$ cat config.mk
export PLATFORM = sky130hd
export DESIGN_NAME = sensor_channel_health_reader
export DESIGN_NICKNAME = d
export VERILOG_FILES = /design/src/rtl/sch_pkg.sv /design/src/rtl/sch_temp_conv.sv /design/src/rtl/sensor_channel_health_reader.sv
export SDC_FILE = /design/constraint.sdc
export NUM_CORES = 1
export LEC_CHECK = 0
export ABC_AREA = 1
export BUFFER_PORTS_ARGS = -buffer_cell sky130_fd_sc_hd__buf_2
export CORE_UTILIZATION = 65
export CTS_CLUSTER_SIZE = 8
export DETAILED_ROUTE_END_ITERATION = 10
export GPL_TIMING_DRIVEN = 1
export PLACE_DENSITY = 0.83
export SYNTH_ARGS = -nofsm -noshare
export SYNTH_HDL_FRONTEND = slang
export SYNTH_HIERARCHICAL = 1
export SYNTH_SLANG_ARGS = --single-unit
$ cat constraint.sdc
create_clock -name clk_i -period 11.4 [get_ports clk_i]
set_input_delay 0.57 -clock clk_i [delete_from_list [all_inputs] [get_ports clk_i]]
set_output_delay 0.57 -clock clk_i [all_outputs]
set_load 0.01 [all_outputs]
$ cat src/rtl/sch_pkg.sv
// Types and constants shared by the sensor channel health reader.
`default_nettype none

package sch_pkg;

  typedef enum logic [2:0] {
    ST_OK           = 3'd0,
    ST_BAD_CHANNEL  = 3'd1,
    ST_NOT_ATTACHED = 3'd2,
    ST_BACKOFF      = 3'd3,
    ST_READ_FAILED  = 3'd4
  } status_e;

  typedef enum logic [1:0] {
    CFG_ATTACHED_MASK  = 2'd0,
    CFG_FAIL_LIMIT     = 2'd1,
    CFG_RETRY_INTERVAL = 2'd2
  } cfg_idx_e;

  localparam logic [3:0]         FailLimitRst     = 4'd3;
  localparam logic [31:0]        RetryIntervalRst = 32'd60000000;
  localparam logic signed [15:0] TempInvalid      = 16'sh8000;

  typedef struct packed {
    logic [1:0]  channel;
    logic [47:0] now_us;
    logic        read_ok;
    logic [15:0] raw_word;
  } in_word_t;

  typedef struct packed {
    logic               valid_res;
    logic signed [15:0] temp_x100;
    status_e            status;
    logic               present_now;
  } out_word_t;

endpackage

`default_nettype wire

$ cat src/rtl/sch_temp_conv.sv
// Raw 1/128 degree reading to hundredths of a degree with symmetric rounding.
`default_nettype none

module sch_temp_conv (
  input  logic [15:0]        raw_i,
  output logic signed [15:0] temp_o
);

  logic signed [21:0] raw_ext;
  logic signed [21:0] scaled;
  logic signed [21:0] biased;

  always_comb begin
    raw_ext = 22'(signed'(raw_i));
    scaled  = raw_ext * 22'sd25 + (raw_i[15] ? -22'sd16 : 22'sd16);
    // Add 31 before the shift so negative values truncate toward zero.
    biased  = scaled[21] ? scaled + 22'sd31 : scaled;
    temp_o  = 16'(biased >>> 5);
  end

endmodule

`default_nettype wire

$ cat src/rtl/sensor_channel_health_reader.sv
// Top level of the sensor channel health reader.
//
//   channel  direction  handshake                 word
//   config   in         cfg_we_i                  cfg_idx_i, cfg_data_i
//   input    in         in_valid_i / in_ready_o   in_word_i
//   result   out        out_valid_o / out_ready_i out_word_o
//
// One word per cycle sustained while out_ready_i is high; an accepted input word waits in
// the input register and moves to the result register once that register is free or taken.
// The channel state is read and written in the single step between the two registers.
// Reset clears all channel state; configuration returns to its reset values.
// A stalled result holds while one more input word waits in the input register.
`default_nettype none

module sensor_channel_health_reader #(
  parameter int CHANNELS = 2
) (
  input  logic             clk_i,
  input  logic             rst_ni,
  input  logic             cfg_we_i,
  input  logic [1:0]       cfg_idx_i,
  input  logic [31:0]      cfg_data_i,
  input  logic             in_valid_i,
  output logic             in_ready_o,
  input  sch_pkg::in_word_t  in_word_i,
  output logic             out_valid_o,
  input  logic             out_ready_i,
  output sch_pkg::out_word_t out_word_o
);
  import sch_pkg::*;

  localparam logic [2:0] ChLimit = 3'(CHANNELS);

  logic [1:0]  attached_q;
  logic [3:0]  limit_q;
  logic [31:0] interval_q;

  logic        present_q  [CHANNELS];
  logic [3:0]  count_q    [CHANNELS];
  logic [47:0] deadline_q [CHANNELS];

  in_word_t  in_q;
  logic      in_vld_q;
  out_word_t out_q;
  logic      out_vld_q;

  logic        advance;
  logic        ch_ok;
  logic        attached;
  logic        cur_pres;
  logic [3:0]  cur_cnt;
  logic [47:0] cur_dl;
  logic [3:0]  cnt_inc;
  logic [47:0] dl_sum;
  logic        pres_d;
  logic [3:0]  cnt_d;
  logic [47:0] dl_d;
  logic        upd;
  out_word_t   out_d;
  logic signed [15:0] temp_conv;

  assign advance     = in_vld_q && (!out_vld_q || out_ready_i);
  assign in_ready_o  = !in_vld_q || advance;
  assign out_valid_o = out_vld_q;
  assign out_word_o  = out_q;

  sch_temp_conv u_temp_conv (
    .raw_i  (in_q.raw_word),
    .temp_o (temp_conv)
  );

  always_comb begin
    cur_pres = 1'b0;
    cur_cnt  = '0;
    cur_dl   = '0;
    for (int c = 0; c < CHANNELS; c++) begin
      if (in_q.channel == 2'(c)) begin
        cur_pres = present_q[c];
        cur_cnt  = count_q[c];
        cur_dl   = deadline_q[c];
      end
    end

    ch_ok    = {1'b0, in_q.channel} < ChLimit;
    attached = !in_q.channel[1] && attached_q[in_q.channel[0]];
    cnt_inc  = (cur_cnt < limit_q) ? cur_cnt + 4'd1 : cur_cnt;
    dl_sum   = in_q.now_us + {16'b0, interval_q};

    pres_d = cur_pres;
    cnt_d  = cur_cnt;
    dl_d   = cur_dl;
    upd    = 1'b0;

    out_d.valid_res   = 1'b0;
    out_d.temp_x100   = TempInvalid;
    out_d.present_now = 1'b0;
    out_d.status      = ST_OK;

    if (!ch_ok) begin
      out_d.status = ST_BAD_CHANNEL;
    end else if (!attached) begin
      out_d.status      = ST_NOT_ATTACHED;
      out_d.present_now = cur_pres;
    end else if (!cur_pres && (in_q.now_us < cur_dl)) begin
      out_d.status = ST_BACKOFF;
    end else if (!in_q.read_ok) begin
      upd   = 1'b1;
      cnt_d = cnt_inc;
      if (cnt_inc >= limit_q && cur_pres) begin
        pres_d = 1'b0;
        dl_d   = dl_sum;
      end else if (!cur_pres) begin
        dl_d   = dl_sum;
      end
      out_d.status      = ST_READ_FAILED;
      out_d.present_now = pres_d;
    end else begin
      upd               = 1'b1;
      pres_d            = 1'b1;
      cnt_d             = '0;
      out_d.valid_res   = 1'b1;
      out_d.temp_x100   = temp_conv;
      out_d.present_now = 1'b1;
    end
  end

  always_ff @(posedge clk_i or negedge rst_ni) begin
    if (!rst_ni) begin
      attached_q <= '0;
      limit_q    <= FailLimitRst;
      interval_q <= RetryIntervalRst;
      for (int c = 0; c < CHANNELS; c++) begin
        present_q[c]  <= 1'b0;
        count_q[c]    <= '0;
        deadline_q[c] <= '0;
      end
    end else if (cfg_we_i) begin
      case (cfg_idx_i)
        CFG_ATTACHED_MASK: begin
          attached_q <= cfg_data_i[1:0];
          for (int c = 0; c < CHANNELS; c++) begin
            present_q[c]  <= (c < 2) ? cfg_data_i[c] : 1'b0;
            count_q[c]    <= '0;
            deadline_q[c] <= '0;
          end
        end
        CFG_FAIL_LIMIT:     limit_q    <= cfg_data_i[3:0];
        CFG_RETRY_INTERVAL: interval_q <= cfg_data_i;
        default: ;
      endcase
    end else if (advance && upd) begin
      for (int c = 0; c < CHANNELS; c++) begin
        if (in_q.channel == 2'(c)) begin
          present_q[c]  <= pres_d;
          count_q[c]    <= cnt_d;
          deadline_q[c] <= dl_d;
        end
      end
    end
  end

  always_ff @(posedge clk_i or negedge rst_ni) begin
    if (!rst_ni) begin
      in_vld_q  <= 1'b0;
      out_vld_q <= 1'b0;
    end else begin
      if (in_ready_o) begin
        in_vld_q <= in_valid_i;
      end
      if (advance) begin
        out_vld_q <= 1'b1;
      end else if (out_ready_i) begin
        out_vld_q <= 1'b0;
      end
    end
  end

  always_ff @(posedge clk_i) begin
    if (in_valid_i && in_ready_o) begin
      in_q <= in_word_i;
    end
    if (advance) begin
      out_q <= out_d;
    end
  end

endmodule

`default_nettype wire

==> run metrics, run 1 <==
post-layout min period=5.53 ns; remaining global-route overflow=0; Tightest Hold Check Type=in -> async; DRC Markers=7; # diodes=0; Synth top cells by count=nand2_1 (685), inv_1 (358), nor2_1 (157); dpl ws=6.06 ns; failing checks=design-rule violations; Slew HR=30.0%; synth warn=6; clk_skew=0.0248 ns; Worst Max-Slew Pin Slew=1.05 ns; post-synth top area cell=dfrtp_1; ys flop type=dfrtp_1; setup TNS=0 ns; Worst EP arrival=5.99 ns; DR pass1 iterations=9; Final setup viols=0; max cap viols=0; routed metal-1 wirelength=19.0 mm; core area=26200 um2; cts bufs inserted=35; metal3 WL=4.02 mm; vias in the first global route=15900; RSZ-0062 raised after global routing=no; setup slack after layout=5.87 ns; post-CTS sizing=0; CTS Root Cell=clkbuf_16; vias per std cell=5.74; drt wl/cell=17.2 um; post-route ant nets=0; area share of the largest cell type after synthesis=19.2%; Cells after Synth=2289; Post-synth ARST share=62.4%; Setup CP Type=reg -> reg; outcome=finished, violations left; initial core utilization=66.7%; sequential fraction of the synthesis area=36.1%; Syn Nets=2565; Bufs on Longest Clock Path=3; Tot GR Track Use=35.2%; Max Slew Vio Count=0; Yosys cell types=52; initial antenna violation count=1; most common cell in the netlist=nand2_1; initial DRC count=1496; input/output buffers=128; I/O pins=129; flops & latches, synth=234; H-tree depth=2; Hold Fails Final Rpt=0; final period utilization=48.6%; die area=27500 um2; Non-Filler Instances=2764; post-DP HPWL=34.9 mm; P&R area growth vs syn=10.5%; Post-CTS Setup Inserts=0; final-layout fill cell count=2024; nets@finish=2678; largest net degree at the start of global routing=79; first-pass GRT wire length=77.4 mm; row count=59; GP Congestion=1.01; uppermost layer routed=met4; CTS sink count=234; CTS tree=yes; met2 routed WL=22.9 mm; later-pin clock latency in the skew report=0.53 ns; placed insts=2700; fmax=181 MHz; crit end category=flip-flop; CTS clock-pin slew for the worst setup and hold paths=0.05 ns; Peak VDD IR=0.138 mV; layout cells sized above 1=12.3%; height of the chip=166 um; Leakage=9.77 nW; Tot Pwr=3.47 mW; Synth Cell Area=17500 um2; Crit path required time=11.85 ns; Area contributors post-synth=dfrtp_1 (19%), edfxtp_1 (15%), nand2_1 (15%), ha_1 (10%), inv_1 (7.7%); crit path launch type=flip-flop; via count=15900; hold buffers post-CTS=0; Routed WL=47.5 mm; Pwr Density=179 nW/um2; chip width=166 um; count of flip-flops with a built-in enable after synthesis=88; average footprint of a synthesized cell=7.63 um2; crit-path max FO=47
path summary, 6_finish.rpt:
check                               start        endpoint  slack (ns)  depth (start not counted)
max                              in_q[66]  deadline_q[89]        5.87                         19
min reg2reg                deadline_q[39]  deadline_q[39]        0.48                          2
min                                rst_ni  deadline_q[76]        0.07                          1
max in group asynchronous          rst_ni  deadline_q[33]        9.85                          2
max reg2reg                      in_q[66]  deadline_q[89]        5.87                         19
min in group clk_i          in_word_i[17]        in_q[17]        0.22                          1
worst max-delay path: stages (launching register included):
cell	delay (ns)
edfxtp_1	0.47
nor2_2	0.13
buf_4	0.49
inv_6	0.18
o22ai_1	0.34
ha_1	0.33
a21oi_1	0.32
nand2_1	0.18
nand2_1	0.08
nand2_1	0.07
ha_1	0.30
a21oi_1	0.06
o21ai_0	0.16
nor3_1	0.10
nor2_4	0.08
buf_4	0.51
nand3_2	0.90
a21oi_1	0.50
nand3_1	0.13
nand2_1	0.10
through the flow:
| stage | utilization [%] | instance area, um2 | hold slack (ns) |
|---|---|---|---|
| 6_report | 73.7 | 19300 | 0.0700 |
| 5_1_grt | 73.7 | 19300 | 0.131 |
| 4_1_cts | 73.7 | 19300 | 0.0879 |
| 3_5_place_dp | 69.8 | 18300 | 0.465 |
| 3_3_place_gp | 69.8 | 18300 | 0.462 |
| 2_1_floorplan | - | 17500 | 0.274 |
routing by layer:
metal | global-route usage [%] | vias up
met5 | 0 | -
li1 | - | 7623
met3 | 5.22 | 131
met1 | 43.7 | 7304
met2 | 61.2 | 794
met4 | 15.0 | 0
sequential cells by signal, indices dropped and copies added, names as in the netlist:
register,count
out_word_o,21
present_q,2
attached_q,2
in_vld_q,1
interval_q,32
out_valid_o,1
in_q,67
limit_q,4
count_q,8
deadline_q,96
layout by cell type, fill, tap and decap left out, types with 5 or more instances in the layout:
cell type,n
nand2_1,685
inv_1,357
nor2_1,154
nand3_1,148
ha_1,140
dfrtp_1,134
buf_2,127
a21oi_1,89
edfxtp_1,88
nand4_1,67
o21ai_0,45
o21ai_1,35
clkbuf_16,35
a22o_1,33
fa_1,30
mux2_2,28
nand2_2,26
clkbuf_1,25
xnor2_1,22
xor2_1,20
o22ai_1,15
inv_2,13
dfstp_2,12
nand3b_1,11
nand3_2,9
nor3_1,9
buf_4,9
nor2_2,8
o21bai_1,7
nand2_4,5
nor2_4,5
area by class of cell:
class	count	area, um2	share of cell area [%]
timing repair buffer	137	714	3.70
clock buffer	60	970	5.02
multi-input combinational	1621	9430	48.8
sequential	234	6310	32.7
tap	335	419	2.17
clock inverter	4	60.1	0.311
inverter	373	1410	7.30
logic make-up after synthesis:
logic type | count (synthesis) | synth area share, %
adders and majority gates | 170 | 13.5
and+or+nand+nor | 1139 | 28.2
xor gates and xnor gates | 42 | 2.11
buffers and inverters | 434 | 10.0
muxes | 28 | 1.80
DFF | 234 | 36.1
AOI/OAI and AO/OA | 242 | 8.24
where the power goes:
group          switching, mW  leakage, nW  internal, mW
combinational          0.984         6.50         0.505
sequential            0.0535         2.78         0.958
clock                  0.383        0.485         0.581
Power figures use the tool's default switching activity.
==> run 2: changes to the inputs <==
--- a/config.mk
+++ b/config.mk
@@ -7,11 +7,11 @@
 export LEC_CHECK = 0
 export ABC_AREA = 1
 export BUFFER_PORTS_ARGS = -buffer_cell sky130_fd_sc_hd__buf_2
-export CORE_UTILIZATION = 65
+export CORE_UTILIZATION = 62
 export CTS_CLUSTER_SIZE = 8
 export DETAILED_ROUTE_END_ITERATION = 10
 export GPL_TIMING_DRIVEN = 1
-export PLACE_DENSITY = 0.83
+export PLACE_DENSITY = 0.8
 export SYNTH_ARGS = -nofsm -noshare
 export SYNTH_HDL_FRONTEND = slang
 export SYNTH_HIERARCHICAL = 1
==> constraint.sdc (replaced) <==
create_clock -name clk_i -period 5.1 [get_ports clk_i]
set_input_delay 0.255 -clock clk_i [delete_from_list [all_inputs] [get_ports clk_i]]
set_output_delay 0.255 -clock clk_i [all_outputs]
set_load 0.01 [all_outputs]
==> run 2 against run 1 <==
Critical path type unchanged. Cell area is 5.9% higher. The run now ends clean. Sequential power grew 120%. Setup slack worse by 5.3 ns. Count of clock-buffer cells in the layout shrank 2. Sequential share of layout area is 1.8 points lower. First-iteration DRC count rose by 2.5%. Flip-flop and latch count did not move. Fmax up 22%. Clock power grew 130%. Global-route usage grew 0.13 points. Via count up 3.7%.
==> run metrics, run 2 (synthesis results as in run 1) <==
outcome=finished, final reports clean (was finished, violations left); DR pass1 iterations=8 (was 9); core area=27800 um2 (was 26200 um2); remaining global-route overflow=0 (unchanged); height of the chip=170 um (was 166 um); Routed WL=49.3 mm (was 47.5 mm); CTS clock-pin slew for the worst setup and hold paths=0.05 ns (about the same); I/O pins=129 (unchanged); GP Congestion=1.02 (was 1.01); Largest regs=deadline_q: 96 flops, in_q: 67 flops, interval_q: 32 flops (unchanged); post-layout min period=4.53 ns (was 5.53 ns); Final setup viols=0 (unchanged); # diodes=0 (unchanged); Setup CP Type=reg -> reg (unchanged); uppermost layer routed=met4 (unchanged); chip width=170 um (was 166 um); later-pin clock latency in the skew report=0.52 ns (was 0.53 ns); nets@finish=2786 (was 2678); reg-to-reg critical path startpoint=in_q[1] (was in_q[66]); die area=28900 um2 (was 27500 um2); hold wc startpoint=cfg_data_i[9]; fmax=221 MHz (was 181 MHz); Hold Crit Endpoint=interval_q[9]; Leakage=10.2 nW (was 9.77 nW); final-layout fill cell count=2142 (was 2024); Tightest Hold Check Type=in -> reg (was in -> async); initial core utilization=62.9% (was 66.7%); multi-input logic area=9430 um2 (unchanged); initial DRC count=1533 (was 1496); Max Slew Vio Count=0 (unchanged); hold buffers post-CTS=99 (was 0); largest reg by FF count=deadline_q (unchanged); Tot Pwr=7.85 mW (was 3.47 mW); hold slack final=0.0427 ns (was 0.0700 ns); Pwr Density=384 nW/um2 (was 179 nW/um2); register area=6310 um2 (unchanged); H-tree depth=2 (unchanged); met2 routed WL=23.8 mm (was 22.9 mm); drt wl/cell=16.9 um (was 17.2 um); first-pass GRT wire length=80.4 mm (was 77.4 mm); DRC Markers=0 (was 7); vias in the first global route=16500 (was 15900); final period utilization=88.7% (was 48.6%); vias per std cell=5.64 (was 5.74); crit-path max FO=4 (was 47); max cap viols=0 (unchanged); row count=61 (was 59); largest net degree at the start of global routing=93 (was 79); layout cells sized above 1=12.1% (was 12.3%); routed metal-1 wirelength=19.1 mm (was 19.0 mm); setup TNS=0 ns (unchanged); Worst EP arrival=4.79 ns (was 5.99 ns); cts bufs inserted=35 (unchanged); post-route ant nets=0 (unchanged); commonest non-fill, non-tap cell in the layout=nand2_1 (unchanged); P&R area growth vs syn=17.0% (was 10.5%); Peak VDD IR=0.293 mV (was 0.138 mV); Slew HR=37.7% (was 30.0%); metal3 WL=4.18 mm (was 4.02 mm); max FFs per register=96 (unchanged); CTS sink count=234 (unchanged); cell count of the worst hold path=2; final core utilization=73.6% (was 73.7%); CTS Root Cell=clkbuf_16 (unchanged); crit end category=flip-flop (unchanged); Crit path required time=5.36 ns (was 11.85 ns); post-CTS sizing=0 (unchanged); Bufs on Longest Clock Path=3 (unchanged); RSZ-0062 raised after global routing=no (unchanged); most frequent cells in the layout=nand2_1 (685), inv_1 (357), nor2_1 (154) (unchanged); Hold Fails Final Rpt=0 (unchanged); post-DP HPWL=34.6 mm (was 34.9 mm); Worst Max-Slew Pin Slew=0.934 ns (was 1.05 ns); via count=16400 (was 15900); R2R setup slack=0.57 ns (was 5.87 ns); initial antenna violation count=0 (was 1); RR Endpoint=out_word_o[19] (was deadline_q[89]); crit path launch type=flip-flop (unchanged); worst r2r path cells=27 (was 19); Tot GR Track Use=35.3% (was 35.2%); CTS tree=yes (unchanged); Post-CTS Setup Inserts=0 (unchanged); input/output buffers=128 (unchanged); clk_skew=0.0260 ns (was 0.0248 ns)
run 2: changes by cell type in the layout (fill, tap and decap cells not counted):
cell	previous run	this run
clkbuf_1	25	22
clkinv_8	2	0
buf_12	0	2
dlygate4sd3_1	0	99
buf_4	9	16
inv_6	1	2
clkinvlp_4	1	0
clkbuf_8	0	1
clkinv_2	0	1
inv_16	1	2
run 2: how the worst max path moves through the flow:
| stage | start | to | slack [ns] | depth (start not counted) |
|---|---|---|---|---|
| after floorplan | in_q[1] | out_word_o[19] | 0.90 | 25 |
| after global placement | in_q[1] | out_word_o[19] | 0.75 | 25 |
| after detailed placement | in_q[1] | out_word_o[19] | 0.61 | 25 |
| after CTS | in_q[1] | out_word_o[19] | 0.59 | 25 |
| after global routing | in_q[2] | out_word_o[19] | 0.23 | 27 |
| final | in_q[1] | out_word_o[19] | 0.57 | 27 |
run 2: layer usage:
metal  GRT usage [%]  up-vias
met4            16.4        0
li1                -     7827
met1            42.3     7642
met2            60.8      785
met3            7.26      178
met5               0        -
run 2: critical path, cell delays in order, from the launching register on:
cell and delay, ns:
edfxtp_1 0.37, inv_1 0.09, ha_1 0.28, inv_1 0.04, fa_1 0.47, inv_1 0.04, ha_1 0.28, inv_1 0.07
fa_1 0.42, inv_1 0.07, ha_1 0.21, inv_1 0.07, fa_1 0.39, inv_1 0.10, nand2_1 0.09, nand2_1 0.11
nand3_2 0.08, nand2_2 0.09, nand2_1 0.07, nand2_1 0.06, nand2_1 0.05, nand2_2 0.08, nand2_1 0.09, nor2_2 0.14
nand3_1 0.10, nand2_1 0.07, nand2_1 0.04, or2_2 0.29
run 2: area by class of cell:
class / count / area share, %
Inverter: 373 / 6.90
Clock buffer: 58 / 4.76
Multi-Input combinational cell: 1621 / 46.1
Clock inverter: 4 / 0.263
Timing Repair Buffer: 245 / 8.79
Sequential cell: 234 / 30.9
Tap cell: 378 / 2.31
run 2: stage by stage:
stage | area [um2] | cells | setup WS (ns)
finish | 20400 | 2913 | 0.575
global route | 20400 | 2913 | 0.228
CTS | 20400 | 2913 | 0.595
detailed placement | 18400 | 2752 | 0.608
global placement | 18400 | 2752 | 0.755
floorplan | 17500 | 2289 | 0.901
run 2: power by group:
| part | total (mW) | leakage, nW | switching [mW] | internal, mW |
|---|---|---|---|---|
| registers | 2.27 | 2.78 | 0.125 | 2.14 |
| clock network | 2.17 | 0.492 | 0.863 | 1.31 |
| logic | 3.42 | 6.96 | 2.23 | 1.19 |
==> run 3: changes to the inputs <==
--- a/config.mk
+++ b/config.mk
@@ -14,5 +14,4 @@
 export PLACE_DENSITY = 0.8
 export SYNTH_ARGS = -nofsm -noshare
 export SYNTH_HDL_FRONTEND = slang
-export SYNTH_HIERARCHICAL = 1
 export SYNTH_SLANG_ARGS = --single-unit
==> run 3 against run 2 <==
Largest cell class unchanged. Sequential power about the same. Non-clock buffer count fell by 1. Cell area down 2.0%. Critical path depth shrank 3. Clock power about the same. Via count rose by 0.13%. Critical endpoint is now out_word_o[6]. First-iteration DRC count grew 4.2%. Worst hold slack got worse by 0.032 ns. Critical path type unchanged. Sequential share of layout area grew 0.63 points. Routed wire length rose by 11%. Setup slack got worse by 0.070 ns.
==> run metrics, run 3 <==
Post-synth ARST share=62.4% (unchanged); Bufs on Longest Clock Path=3 (unchanged); post-layout min period=4.60 ns (was 4.53 ns); initial antenna violation count=0 (unchanged); max cap viols=0 (unchanged); synth warn=0 (was 6); DRC Markers=0 (unchanged); Worst Max-Slew Pin Slew=0.976 ns (was 0.934 ns); via count=16500 (was 16400); final-layout fill cell count=2117 (was 2142); CP delay by family, top=adder cells (unchanged); Worst EP arrival=4.85 ns (was 4.79 ns); flops & latches, synth=234 (unchanged); GRT met3 Usage=6.30% (was 7.26%); chip width=168 um (was 170 um); DR pass1 iterations=6 (was 8); crit path max-delay cell type=fa_1 (unchanged); Tightest Hold Check Type=in -> reg (unchanged); layout cells sized above 1=10.6% (was 12.1%); met1 Use GR=48.4% (was 42.3%); area share of the largest cell type after synthesis=19.6% (was 19.2%); Post-CTS Setup Inserts=0 (unchanged); I/O pins=129 (unchanged); multi-input logic area=9170 um2 (was 9430 um2); fmax=218 MHz (was 221 MHz); sequential fraction of the synthesis area=36.8% (was 36.1%); crit end category=flip-flop (unchanged); later-pin clock latency in the skew report=0.53 ns (was 0.52 ns); critical path cell sequence=inv_1 -> ha_1 -> inv_1 -> fa_1 -> inv_1 -> ha_1 -> inv_1 -> fa_1 -> inv_1 -> ha_1 -> inv_1 -> fa_1 -> inv_1 -> nand3_1 -> nand2_1 -> nand2_1 -> nand2_1 -> nand3_1 -> a21o_1 -> nand2_1 -> clkinv_1 -> nand3_1 -> o21ai_0 -> o311a_1; clk_skew=0.0302 ns (was 0.0260 ns); CTS Root Cell=clkbuf_16 (unchanged); height of the chip=168 um (was 170 um); hold slack final=0.0102 ns (was 0.0427 ns); ys flop type=dfrtp_1 (unchanged); max FFs per register=96 (unchanged); cell seen most often among critical-path stages=inv_1 (was nand2_1); post-DP HPWL=38.4 mm (was 34.6 mm); Max Slew Vio Count=0 (unchanged); Leakage=9.95 nW (was 10.2 nW); row count=60 (was 61); crit-path max FO=10 (was 4); count of flip-flops with a built-in enable after synthesis=88 (unchanged); largest reg by FF count=deadline_q (unchanged); nets@finish=2744 (was 2786); initial DRC count=1597 (was 1533); Pwr Density=374 nW/um2 (was 384 nW/um2); Largest regs=deadline_q: 96 flops, in_q: 67 flops, interval_q: 32 flops (unchanged); worst r2r path cells=24 (was 27); outcome=finished, final reports clean (unchanged); drt wl/cell=19.3 um (was 16.9 um); cts bufs inserted=35 (unchanged); Setup CP Type=reg -> reg (unchanged); Synth Cell Area=17100 um2 (was 17500 um2); GRT Max-Usage Layer=met2 (unchanged); Hold Fails Final Rpt=0 (unchanged); most frequent cells in the layout=nand2_1 (672), inv_1 (347), nand3_1 (168) (was nand2_1 (685), inv_1 (357), nor2_1 (154)); Peak VDD IR=0.334 mV (was 0.293 mV); Crit path required time=5.35 ns (was 5.36 ns); post-route ant nets=0 (unchanged); CTS sink count=234 (unchanged); Yosys cell types=48 (was 52); P&R area growth vs syn=16.8% (was 17.0%); commonest non-fill, non-tap cell in the layout=nand2_1 (unchanged); Slew HR=34.9% (was 37.7%); register area=6310 um2 (unchanged); H-tree depth=2 (unchanged); CTS tree=yes (unchanged); # diodes=0 (unchanged); vias per std cell=5.81 (was 5.64); largest net degree at the start of global routing=97 (was 93); die area=28300 um2 (was 28900 um2); GR Layer Usage met2=65.1% (was 60.8%); core area=27000 um2 (was 27800 um2); Synth top cells by count=nand2_1 (674), inv_1 (348), nand3_1 (168) (was nand2_1 (685), inv_1 (358), nor2_1 (157)); Syn Nets=2527 (was 2565); Final setup viols=0 (unchanged); GP Congestion=0.997 (was 1.02); cell count of the worst hold path=2 (unchanged); crit path launch type=flip-flop (unchanged); Routed WL=54.6 mm (was 49.3 mm); vias in the first global route=16200 (was 16500); most common cell in the netlist=nand2_1 (unchanged); initial core utilization=63.5% (was 62.9%); slowest stage delay, CP=0.47 ns (about the same); input/output buffers=128 (unchanged); Buf/Inv on CP=8 (was 7); CTS clock-pin slew for the worst setup and hold paths=0.05 ns (about the same); Crit path depth=24 (was 27); Area contributors post-synth=dfrtp_1 (20%), edfxtp_1 (15%), nand2_1 (15%), ha_1 (10%), inv_1 (7.6%) (was dfrtp_1 (19%), edfxtp_1 (15%), nand2_1 (15%), ha_1 (10%), inv_1 (7.7%)); post-synth top area cell=dfrtp_1 (unchanged); setup TNS=0 ns (unchanged); average footprint of a synthesized cell=7.62 um2 (was 7.63 um2); Cells after Synth=2251 (was 2289); final core utilization=74.1% (was 73.6%); RSZ-0062 raised after global routing=no (unchanged); first-pass GRT wire length=85.7 mm (was 80.4 mm); Tot GR Track Use=39.2% (was 35.3%); remaining global-route overflow=0 (unchanged); final period utilization=90.1% (was 88.7%)
[run 3: worst register-to-register path, stage by stage (launching register included)]
cell      delay [ns]
edfxtp_1        0.37
inv_1           0.09
ha_1            0.28
inv_1           0.04
fa_1            0.47
inv_1           0.04
ha_1            0.28
inv_1           0.07
fa_1            0.41
inv_1           0.07
ha_1            0.18
inv_1           0.06
fa_1            0.41
inv_1           0.11
nand3_1         0.07
nand2_1         0.10
nand2_1         0.05
nand2_1         0.11
nand3_1         0.10
a21o_1          0.18
nand2_1         0.14
clkinv_1        0.28
nand3_1         0.17
o21ai_0         0.10
o311a_1         0.14
[run 3: worst paths after layout]
path / from / endpoint / slack, ns
max in group asynchronous: rst_ni / interval_q[2] / 3.36
min reg2reg: deadline_q[35] / deadline_q[35] / 0.48
min: cfg_data_i[9] / interval_q[9] / 0.01
max: in_q[1] / out_word_o[6] / 0.50
min in group asynchronous: rst_ni / deadline_q[21] / 0.44
max reg2reg: in_q[1] / out_word_o[6] / 0.50
[run 3: repair_timing]
item	CTS	global route
resized for setup	0	1
endpoints found under the hold margin	177	0
hold buffers	93	0
setup endpoints to repair	0	2
[run 3: cells by family after synthesis]
kind of cell,synth area share (%)
DFF,36.8
and+or+nand+nor,26.5
muxes,1.84
buffers and inverters,9.81
AOI/OAI and AO/OA,8.96
xor gates and xnor gates,2.35
adders and majority gates,13.7
[run 3: cell type report]
class / instances / share of cell area [%]
clock inverter: 3 / 0.150
sequential: 234 / 31.5
clock buffer: 55 / 4.85
multi-input combinational: 1593 / 45.8
timing repair buffer: 244 / 8.80
tap: 341 / 2.13
inverter: 360 / 6.77
[run 3: stage by stage]
step	worst slack, ns	area, um2	instances	total power, mW
final	0.505	20000	2830	7.50
after global routing	0.0396	20000	2830	7.95
after CTS	0.505	20000	2830	7.41
after detailed placement	0.508	18100	2679	5.22
after global placement	0.606	18100	2679	5.16
after floorplan	0.852	17100	2251	4.37
[run 3: power by group]
group / leakage (nW) / switching [mW] / internal (mW) / total, mW
logic: 6.68 / 2.03 / 1.04 / 3.07
clock network: 0.481 / 0.846 / 1.30 / 2.15
registers: 2.78 / 0.140 / 2.15 / 2.29
total: 9.95 / 3.02 / 4.48 / 7.50
[run 3: layer usage]
| metal | up-vias | routed length (um) | share of wire, % |
|---|---|---|---|
| li1 | 7752 | - | - |
| met1 | 7704 | 21300 | 39 |
| met2 | 812 | 25300 | 46 |
| met3 | 186 | 4410 | 8.1 |
| met4 | 0 | 3550 | 6.5 |
| met5 | - | 0 | 0 |
